**src/design/sctp_pkg.sv**
```systemverilog
// ---------------------------------------------------------------------------
// sctp_pkg : shared types and constants for the sound cpu timer/port block
// word formats, command codes, address map and timer widths
// ---------------------------------------------------------------------------
package sctp_pkg;

   // timer geometry
   localparam int NUM_TIMERS     = 3;
   localparam int NUM_PORTS      = 4;
   localparam int PRESCALE_W     = 7;
   localparam int DIVIDER_W      = 8;
   localparam int OUTPUT_W       = 4;

   // default prescaler periods
   localparam int SLOW_PERIOD_DEF = 128;
   localparam int FAST_PERIOD_DEF = 16;

   // command codes
   localparam logic [2:0] CMD_TICK      = 3'd0;
   localparam logic [2:0] CMD_INT_READ  = 3'd1;
   localparam logic [2:0] CMD_INT_WRITE = 3'd2;
   localparam logic [2:0] CMD_EXT_READ  = 3'd3;
   localparam logic [2:0] CMD_EXT_WRITE = 3'd4;

   // address map
   localparam logic [15:0] EXT_PORT_BASE    = 16'h2140;
   localparam logic [15:0] INT_CONTROL      = 16'h00F1;
   localparam logic [15:0] INT_PORT_BASE    = 16'h00F4;
   localparam logic [15:0] INT_PORT_LAST    = 16'h00F7;
   localparam logic [15:0] INT_TARGET_BASE  = 16'h00FA;
   localparam logic [15:0] INT_COUNTER_BASE = 16'h00FD;

   // control register bits
   localparam int CTRL_CLR_LOW_BIT  = 4;
   localparam int CTRL_CLR_HIGH_BIT = 5;

   // request word
   typedef struct packed {
      logic [2:0]  cmd;
      logic [15:0] address;
      logic [7:0]  write_data;
   } req_word_type;

   // response word
   typedef struct packed {
      logic [7:0] read_data;
      logic       to_memory;
      logic       decoded;
   } rsp_word_type;

endpackage

```
**src/design/sound_cpu_timer_port_block_unit.sv**
```systemverilog
// ---------------------------------------------------------------------------
// sound_cpu_timer_port_block_unit : timers and mailbox ports of a sound cpu
// three prescaled timers with 4-bit output counters, four ports each way
// ---------------------------------------------------------------------------
// the response word lands in the output register in the cycle after the request is accepted
// throughput: one word per cycle unless the far side stalls; timer and port state update in the accept cycle
// the request side stalls only while a response waits and the far side stalls
// reset (synchronous, active high) clears all timers, targets and ports
module sound_cpu_timer_port_block_unit #(
   parameter int SLOW_PERIOD = sctp_pkg::SLOW_PERIOD_DEF,
   parameter int FAST_PERIOD = sctp_pkg::FAST_PERIOD_DEF
) (
   input  logic                  clock,
   input  logic                  reset,
   input  logic                  req_valid,
   output logic                  req_stall,
   input  sctp_pkg::req_word_type req_data,
   output logic                  rsp_valid,
   input  logic                  rsp_stall,
   output sctp_pkg::rsp_word_type rsp_data
);

   localparam int PW = sctp_pkg::PRESCALE_W;
   localparam int DW = sctp_pkg::DIVIDER_W;
   localparam int OW = sctp_pkg::OUTPUT_W;
   localparam int NT = sctp_pkg::NUM_TIMERS;
   localparam int NP = sctp_pkg::NUM_PORTS;

   localparam logic [PW-1:0] SLOW_RELOAD = PW'(SLOW_PERIOD - 1);
   localparam logic [PW-1:0] FAST_RELOAD = PW'(FAST_PERIOD - 1);

   // architectural state
   logic [PW-1:0] prescale_ff [NT];
   logic [PW-1:0] prescale_in [NT];
   logic [DW-1:0] divider_ff  [NT];
   logic [DW-1:0] divider_in  [NT];
   logic [OW-1:0] counter_ff  [NT];
   logic [OW-1:0] counter_in  [NT];
   logic [NT-1:0] enable_ff;
   logic [NT-1:0] enable_in;
   logic [DW-1:0] target_ff   [NT];
   logic [DW-1:0] target_in   [NT];
   logic [7:0]    to_sound_ff [NP];
   logic [7:0]    to_sound_in [NP];
   logic [7:0]    to_main_ff  [NP];
   logic [7:0]    to_main_in  [NP];

   // output register
   logic                   rsp_valid_ff;
   logic                   rsp_valid_in;
   sctp_pkg::rsp_word_type rsp_data_ff;
   sctp_pkg::rsp_word_type rsp_data_in;

   logic        accept;
   logic [15:0] port_off;
   logic [15:0] target_off;
   logic [15:0] counter_off;
   logic [15:0] ext_off;
   logic        int_port_hit;
   logic        target_hit;
   logic        counter_hit;
   logic        ext_port_hit;
   logic [DW-1:0] div_inc [NT];

   // handshake
   assign req_stall = rsp_valid_ff & rsp_stall;
   assign accept    = req_valid & ~req_stall;
   assign rsp_valid = rsp_valid_ff;
   assign rsp_data  = rsp_data_ff;

   // address decode
   assign port_off     = req_data.address - sctp_pkg::INT_PORT_BASE;
   assign target_off   = req_data.address - sctp_pkg::INT_TARGET_BASE;
   assign counter_off  = req_data.address - sctp_pkg::INT_COUNTER_BASE;
   assign ext_off      = req_data.address - sctp_pkg::EXT_PORT_BASE;
   assign int_port_hit = (req_data.address >= sctp_pkg::INT_PORT_BASE) &&
                         (req_data.address <= sctp_pkg::INT_PORT_LAST);
   assign target_hit   = (target_off < 16'd3);
   assign counter_hit  = (counter_off < 16'd3);
   assign ext_port_hit = (ext_off < 16'd4);

   // next state and response
   always_comb begin
      prescale_in  = prescale_ff;
      divider_in   = divider_ff;
      counter_in   = counter_ff;
      enable_in    = enable_ff;
      target_in    = target_ff;
      to_sound_in  = to_sound_ff;
      to_main_in   = to_main_ff;
      rsp_data_in  = '0;
      for (int t = 0; t < NT; t++) begin
         div_inc[t] = divider_ff[t] + DW'(1);
      end

      case (req_data.cmd)
         sctp_pkg::CMD_TICK: begin
            for (int t = 0; t < NT; t++) begin
               if (prescale_ff[t] == '0) begin
                  prescale_in[t] = (t == NT - 1) ? FAST_RELOAD : SLOW_RELOAD;
                  if (enable_ff[t]) begin
                     if (div_inc[t] == target_ff[t]) begin
                        divider_in[t] = '0;
                        counter_in[t] = counter_ff[t] + OW'(1);
                     end else begin
                        divider_in[t] = div_inc[t];
                     end
                  end
               end else begin
                  prescale_in[t] = prescale_ff[t] - PW'(1);
               end
            end
         end
         sctp_pkg::CMD_INT_READ: begin
            if (int_port_hit) begin
               rsp_data_in.read_data = to_sound_ff[port_off[1:0]];
               rsp_data_in.decoded   = 1'b1;
            end else if (counter_hit) begin
               rsp_data_in.read_data = 8'(counter_ff[counter_off[1:0]]);
               rsp_data_in.decoded   = 1'b1;
               counter_in[counter_off[1:0]] = '0;
            end else begin
               rsp_data_in.to_memory = 1'b1;
            end
         end
         sctp_pkg::CMD_INT_WRITE: begin
            if (int_port_hit) begin
               to_main_in[port_off[1:0]] = req_data.write_data;
               rsp_data_in.decoded       = 1'b1;
            end else if (req_data.address == sctp_pkg::INT_CONTROL) begin
               // enables, with a rising enable restarting its timer
               for (int t = 0; t < NT; t++) begin
                  if (!enable_ff[t] && req_data.write_data[t]) begin
                     divider_in[t] = '0;
                     counter_in[t] = '0;
                  end
               end
               enable_in = req_data.write_data[NT-1:0];
               // incoming port pair clears
               if (req_data.write_data[sctp_pkg::CTRL_CLR_LOW_BIT]) begin
                  to_sound_in[0] = '0;
                  to_sound_in[1] = '0;
               end
               if (req_data.write_data[sctp_pkg::CTRL_CLR_HIGH_BIT]) begin
                  to_sound_in[2] = '0;
                  to_sound_in[3] = '0;
               end
               rsp_data_in.decoded = 1'b1;
            end else if (target_hit) begin
               target_in[target_off[1:0]] = req_data.write_data;
               rsp_data_in.decoded        = 1'b1;
            end else begin
               rsp_data_in.to_memory = 1'b1;
            end
         end
         sctp_pkg::CMD_EXT_READ: begin
            if (ext_port_hit) begin
               rsp_data_in.read_data = to_main_ff[ext_off[1:0]];
               rsp_data_in.decoded   = 1'b1;
            end
         end
         sctp_pkg::CMD_EXT_WRITE: begin
            if (ext_port_hit) begin
               to_sound_in[ext_off[1:0]] = req_data.write_data;
               rsp_data_in.decoded       = 1'b1;
            end
         end
         default: begin
         end
      endcase
   end

   // output valid
   always_comb begin
      if (accept) begin
         rsp_valid_in = 1'b1;
      end else if (!rsp_stall) begin
         rsp_valid_in = 1'b0;
      end else begin
         rsp_valid_in = rsp_valid_ff;
      end
   end

   // state registers
   always_ff @(posedge clock) begin
      if (reset) begin
         for (int t = 0; t < NT; t++) begin
            prescale_ff[t] <= '0;
            divider_ff[t]  <= '0;
            counter_ff[t]  <= '0;
            target_ff[t]   <= '0;
         end
         for (int p = 0; p < NP; p++) begin
            to_sound_ff[p] <= '0;
            to_main_ff[p]  <= '0;
         end
         enable_ff    <= '0;
         rsp_valid_ff <= 1'b0;
      end else begin
         if (accept) begin
            prescale_ff <= prescale_in;
            divider_ff  <= divider_in;
            counter_ff  <= counter_in;
            target_ff   <= target_in;
            to_sound_ff <= to_sound_in;
            to_main_ff  <= to_main_in;
            enable_ff   <= enable_in;
         end
         rsp_valid_ff <= rsp_valid_in;
      end
   end

   // response payload
   always_ff @(posedge clock) begin
      if (accept) begin
         rsp_data_ff <= rsp_data_in;
      end
   end

endmodule
```
**config.mk**
```make
export PLATFORM = sky130hd
export DESIGN_NAME = sound_cpu_timer_port_block_unit
export DESIGN_NICKNAME = d
export VERILOG_FILES = /design/src/design/sctp_pkg.sv /design/src/design/sound_cpu_timer_port_block_unit.sv
export SDC_FILE = /design/constraint.sdc
export NUM_CORES = 1
export LEC_CHECK = 0
export BUFFER_PORTS_ARGS = -buffer_cell sky130_fd_sc_hd__buf_2
export CORE_MARGIN = 2
export CORE_UTILIZATION = 62
export CTS_BUF_LIST = sky130_fd_sc_hd__clkbuf_4 sky130_fd_sc_hd__clkbuf_8 sky130_fd_sc_hd__clkbuf_16
export DETAILED_ROUTE_END_ITERATION = 16
export PLACE_DENSITY = 0.82
export SLEW_MARGIN = 5
export SYNTH_ARGS = -nofsm -noshare
export SYNTH_HDL_FRONTEND = slang
export SYNTH_SLANG_ARGS = --single-unit
export TNS_END_PERCENT = 20
```
**constraint.sdc**
```tcl
create_clock -name clock -period 3.9 [get_ports clock]
set_input_delay 0.585 -clock clock [delete_from_list [all_inputs] [get_ports clock]]
set_output_delay 0.585 -clock clock [all_outputs]
set_load 0.02 [all_outputs]
```
==> results_dict.tcl <==
set metrics [dict create \
    rrSetupSlack_ns 1.01 \
    cts-resized-gates 0 \
    skew_ns 0.009484 \
    fin_area_um2 9767 \
    maxCapViolCount 0 \
    netlist_area_um2 8765 \
    synth_nets 1086 \
    hpwl_mm 15.89 \
    path_class "in -> reg" \
    critPathSlowestCell "or4_1" \
    routed_wl_mm 23.97 \
    antennaDiodeCount 0 \
    cts_buffers 17 \
    ant_nets 0 \
    place_area_um2 9114 \
    p_int_mw 2.862 \
    drc 0 \
    fmax_ghz 0.3379 \
    ys_seq_elements 159 \
    crit_path_end_kind "flip-flop" \
    power_frac_seq_pct 43.7 \
    cts_tree "yes" \
    synth_warnings 0 \
    start_util_pct 63.39 \
    finalWeightedCongestion 0.9370 \
    switching_share_pct 24.77 \
    ir_drop_v 0.0003008 \
    drive_gt1_share_pct 12.84 \
    cts_root_buf "clkbuf_16" \
    status "finished, final reports clean" \
    timing.rr.end "divider_ff[18]" \
    async_flop_share_pct 0 \
    portBuffers 42 \
    synth-edff-count 10 \
    antenna_found_initial 0 \
    ys_seq_area_share_pct 37.46 \
    std_cell_rows 43 \
    crit_start "req_data[19]" \
    holdPathEnd "rsp_valid" \
    grt_use_total_pct 32.55 \
    yosys.cell_types.count 76 \
    rsz0062_at_grt "no" \
    nets 1103 \
    cpPeakStageDelay_ns 0.74 \
    area_delta_synth_final_pct 11.43 \
    setup_violations 0 \
    core_area_um2 13830 \
    hold_depth 2 \
    period_share_pct 75.88 \
    fp.dieH_um 122.9 \
    routed_via_density 6.656 \
    dieArea_um2 15100 \
    period_needed_ns 2.959 \
    crit_top_cell "nand3_1" \
    min_from "req_valid" \
    power_frac_comb_pct 8.0 \
    reg2reg_from "rsp_valid" \
    first_iter_violations 1014 \
    arrival_ns 3.15 \
    reg2reg_depth 7 \
    h-tree-depth 4 \
    final_common_cell "dfxtp_1" \
    syn_inst 1037 \
    postCtsSetupBuffers 0 \
    clockBufferDepth 2 \
    min_path_type "in -> reg" \
    gr-total-overflow 0 \
    syn_area_per_cell_um2 8.452 \
    relSlewSlack_pct 39.19 \
    grt_max_degree 65 \
    final-hold-violation-count 0 \
    p_switching_mw 0.9426 \
    grt_first_pass_wirelength_mm 38.54 \
    tightest_slew_ns 0.9122 \
    final_cell_mix "dfxtp_1, nor2_1, nand2_1" \
    worstPathRequired_ns 4.09 \
    clkPwrFrac_pct 48.2 \
    crit_chain "buf_2 > or4_1 > nor2_8 > nand3_1 > a2111oi_2 > nand3_1 > o21ai_0" \
    die_w_um 122.9 \
    maxSlewViolCount 0 \
    cts_hold_buffers 0 \
    grt_pass1_vias 7538 \
    io_pins 43 \
    dr.pass1.iters 6 \
    clock-sinks 159 \
    startpoint_type "input pin" \
    vias 8300 \
    synthFlopType "dfxtp_1" \
    cp_max_fo 8 \
    tns_ns 0 \
    routedWlPerCell_um 19.22 \
    path_clk_slew_ns 0.06 \
    powerDensity_nw_per_um2 389.6 \
    leakagePower_nw 3.460 \
    clock_latency_ns 0.43 \
]
==> area by class of cell <==
cell class                 count  area, µm²
fill                        1067       4060
timing repair buffer          66      392.9
clock buffer                  18      450.4
tap                          180      225.2
sequential                   159       3283
clock inverter                14      202.7
multi-input combinational    779       5096
inverter                      31      116.4
==> cells in the mapped netlist, drive strengths merged (8+ instances only) <==
library cell / instances / area, µm²
nand2b: 8 / 50.05
o21ai: 33 / 165.2
nor4: 25 / 201.4
nor2: 112 / 436.7
or3: 16 / 100.1
mux2i: 36 / 360.4
dfxtp: 149 / 2983
buf: 16 / 82.58
and2: 9 / 56.30
ha: 18 / 225.2
clkbuf: 52 / 195.2
xor2: 20 / 175.2
a211oi: 14 / 105.1
nand4: 24 / 156.4
xnor2: 14 / 122.6
inv: 31 / 116.4
a21oi: 74 / 374.1
a31oi: 9 / 71.32
nand3: 58 / 290.3
a21o: 11 / 82.58
o22ai: 8 / 50.05
mux4: 14 / 315.3
a22oi: 35 / 262.8
nand2: 97 / 364.1
nor2b: 8 / 50.05
nor3: 27 / 146.4
edfxtp: 10 / 300.3
==> stage by stage <==
step                      hold WS [ns]  util [%]  setup slack [ns]  power, mW  std cells
after floorplan                 0.4289         -            0.3484      1.892       1037
after global placement          0.4403     65.91            0.6507      1.989       1215
after detailed placement        0.4451     65.91            0.6077      1.992       1215
after CTS                       0.3824     70.64             1.010      3.804       1247
after global routing            0.3927     70.64            0.7619      3.899       1247
final                           0.3918     70.64            0.9407      3.805       1247
==> cells by family (layout without fill, tap and decap cells) <==
| family | after synthesis | after routing | share of synthesized area, % |
|---|---|---|---|
| simple gates | 430 | 430 | 25.14 |
| compound gates | 244 | 244 | 18.84 |
| flops | 159 | 159 | 37.46 |
| buf+inv | 99 | 129 | 4.497 |
| mux | 53 | 53 | 8.094 |
| xor+xnor | 34 | 34 | 3.398 |
| fa+ha+maj | 18 | 18 | 2.570 |
==> worst max-delay path by stage <==
| stage | to | slack (ns) |
|---|---|---|
| after floorplan | rsp_data[0] | 0.35 |
| after global placement | counter_ff[6] | 0.65 |
| after detailed placement | target_ff[0] | 0.61 |
| after CTS | target_ff[8] | 1.01 |
| after global routing | rsp_data[3] | 0.76 |
| final | rsp_data[3] | 0.94 |
==> layer usage <==
| layer | track usage [%] | wire length, µm |
|---|---|---|
| met4 | 13.15 | 622 |
| met1 | 45.10 | 9787 |
| met5 | 0 | 0 |
| met2 | 49.79 | 10730 |
| met3 | 6.550 | 2829 |
==> registers in the layout (all words and copies together) (netlist names) <==
name,cells
divider_ff,24
rsp_valid,1
to_main_ff,32
target_ff,24
rsp_data,10
enable_ff,3
prescale_ff,21
counter_ff,12
to_sound_ff,32
==> critical path, delay by kind of cell <==
family	cells	cell delay, ns
AO/OA/AOI/OAI	2	1.05
AND/OR/NAND/NOR	4	1.36
buffers and inverters	1	0.15
==> power groups by stage <==
stage / clock network, mW / registers [mW] / logic (mW)
after floorplan: 0 / 1.71 / 0.186
after global placement: 0 / 1.70 / 0.289
after detailed placement: 0 / 1.70 / 0.292
after CTS: 1.84 / 1.66 / 0.295
after global routing: 1.91 / 1.67 / 0.325
final: 1.84 / 1.66 / 0.305
(Power assumes the default switching activity.)
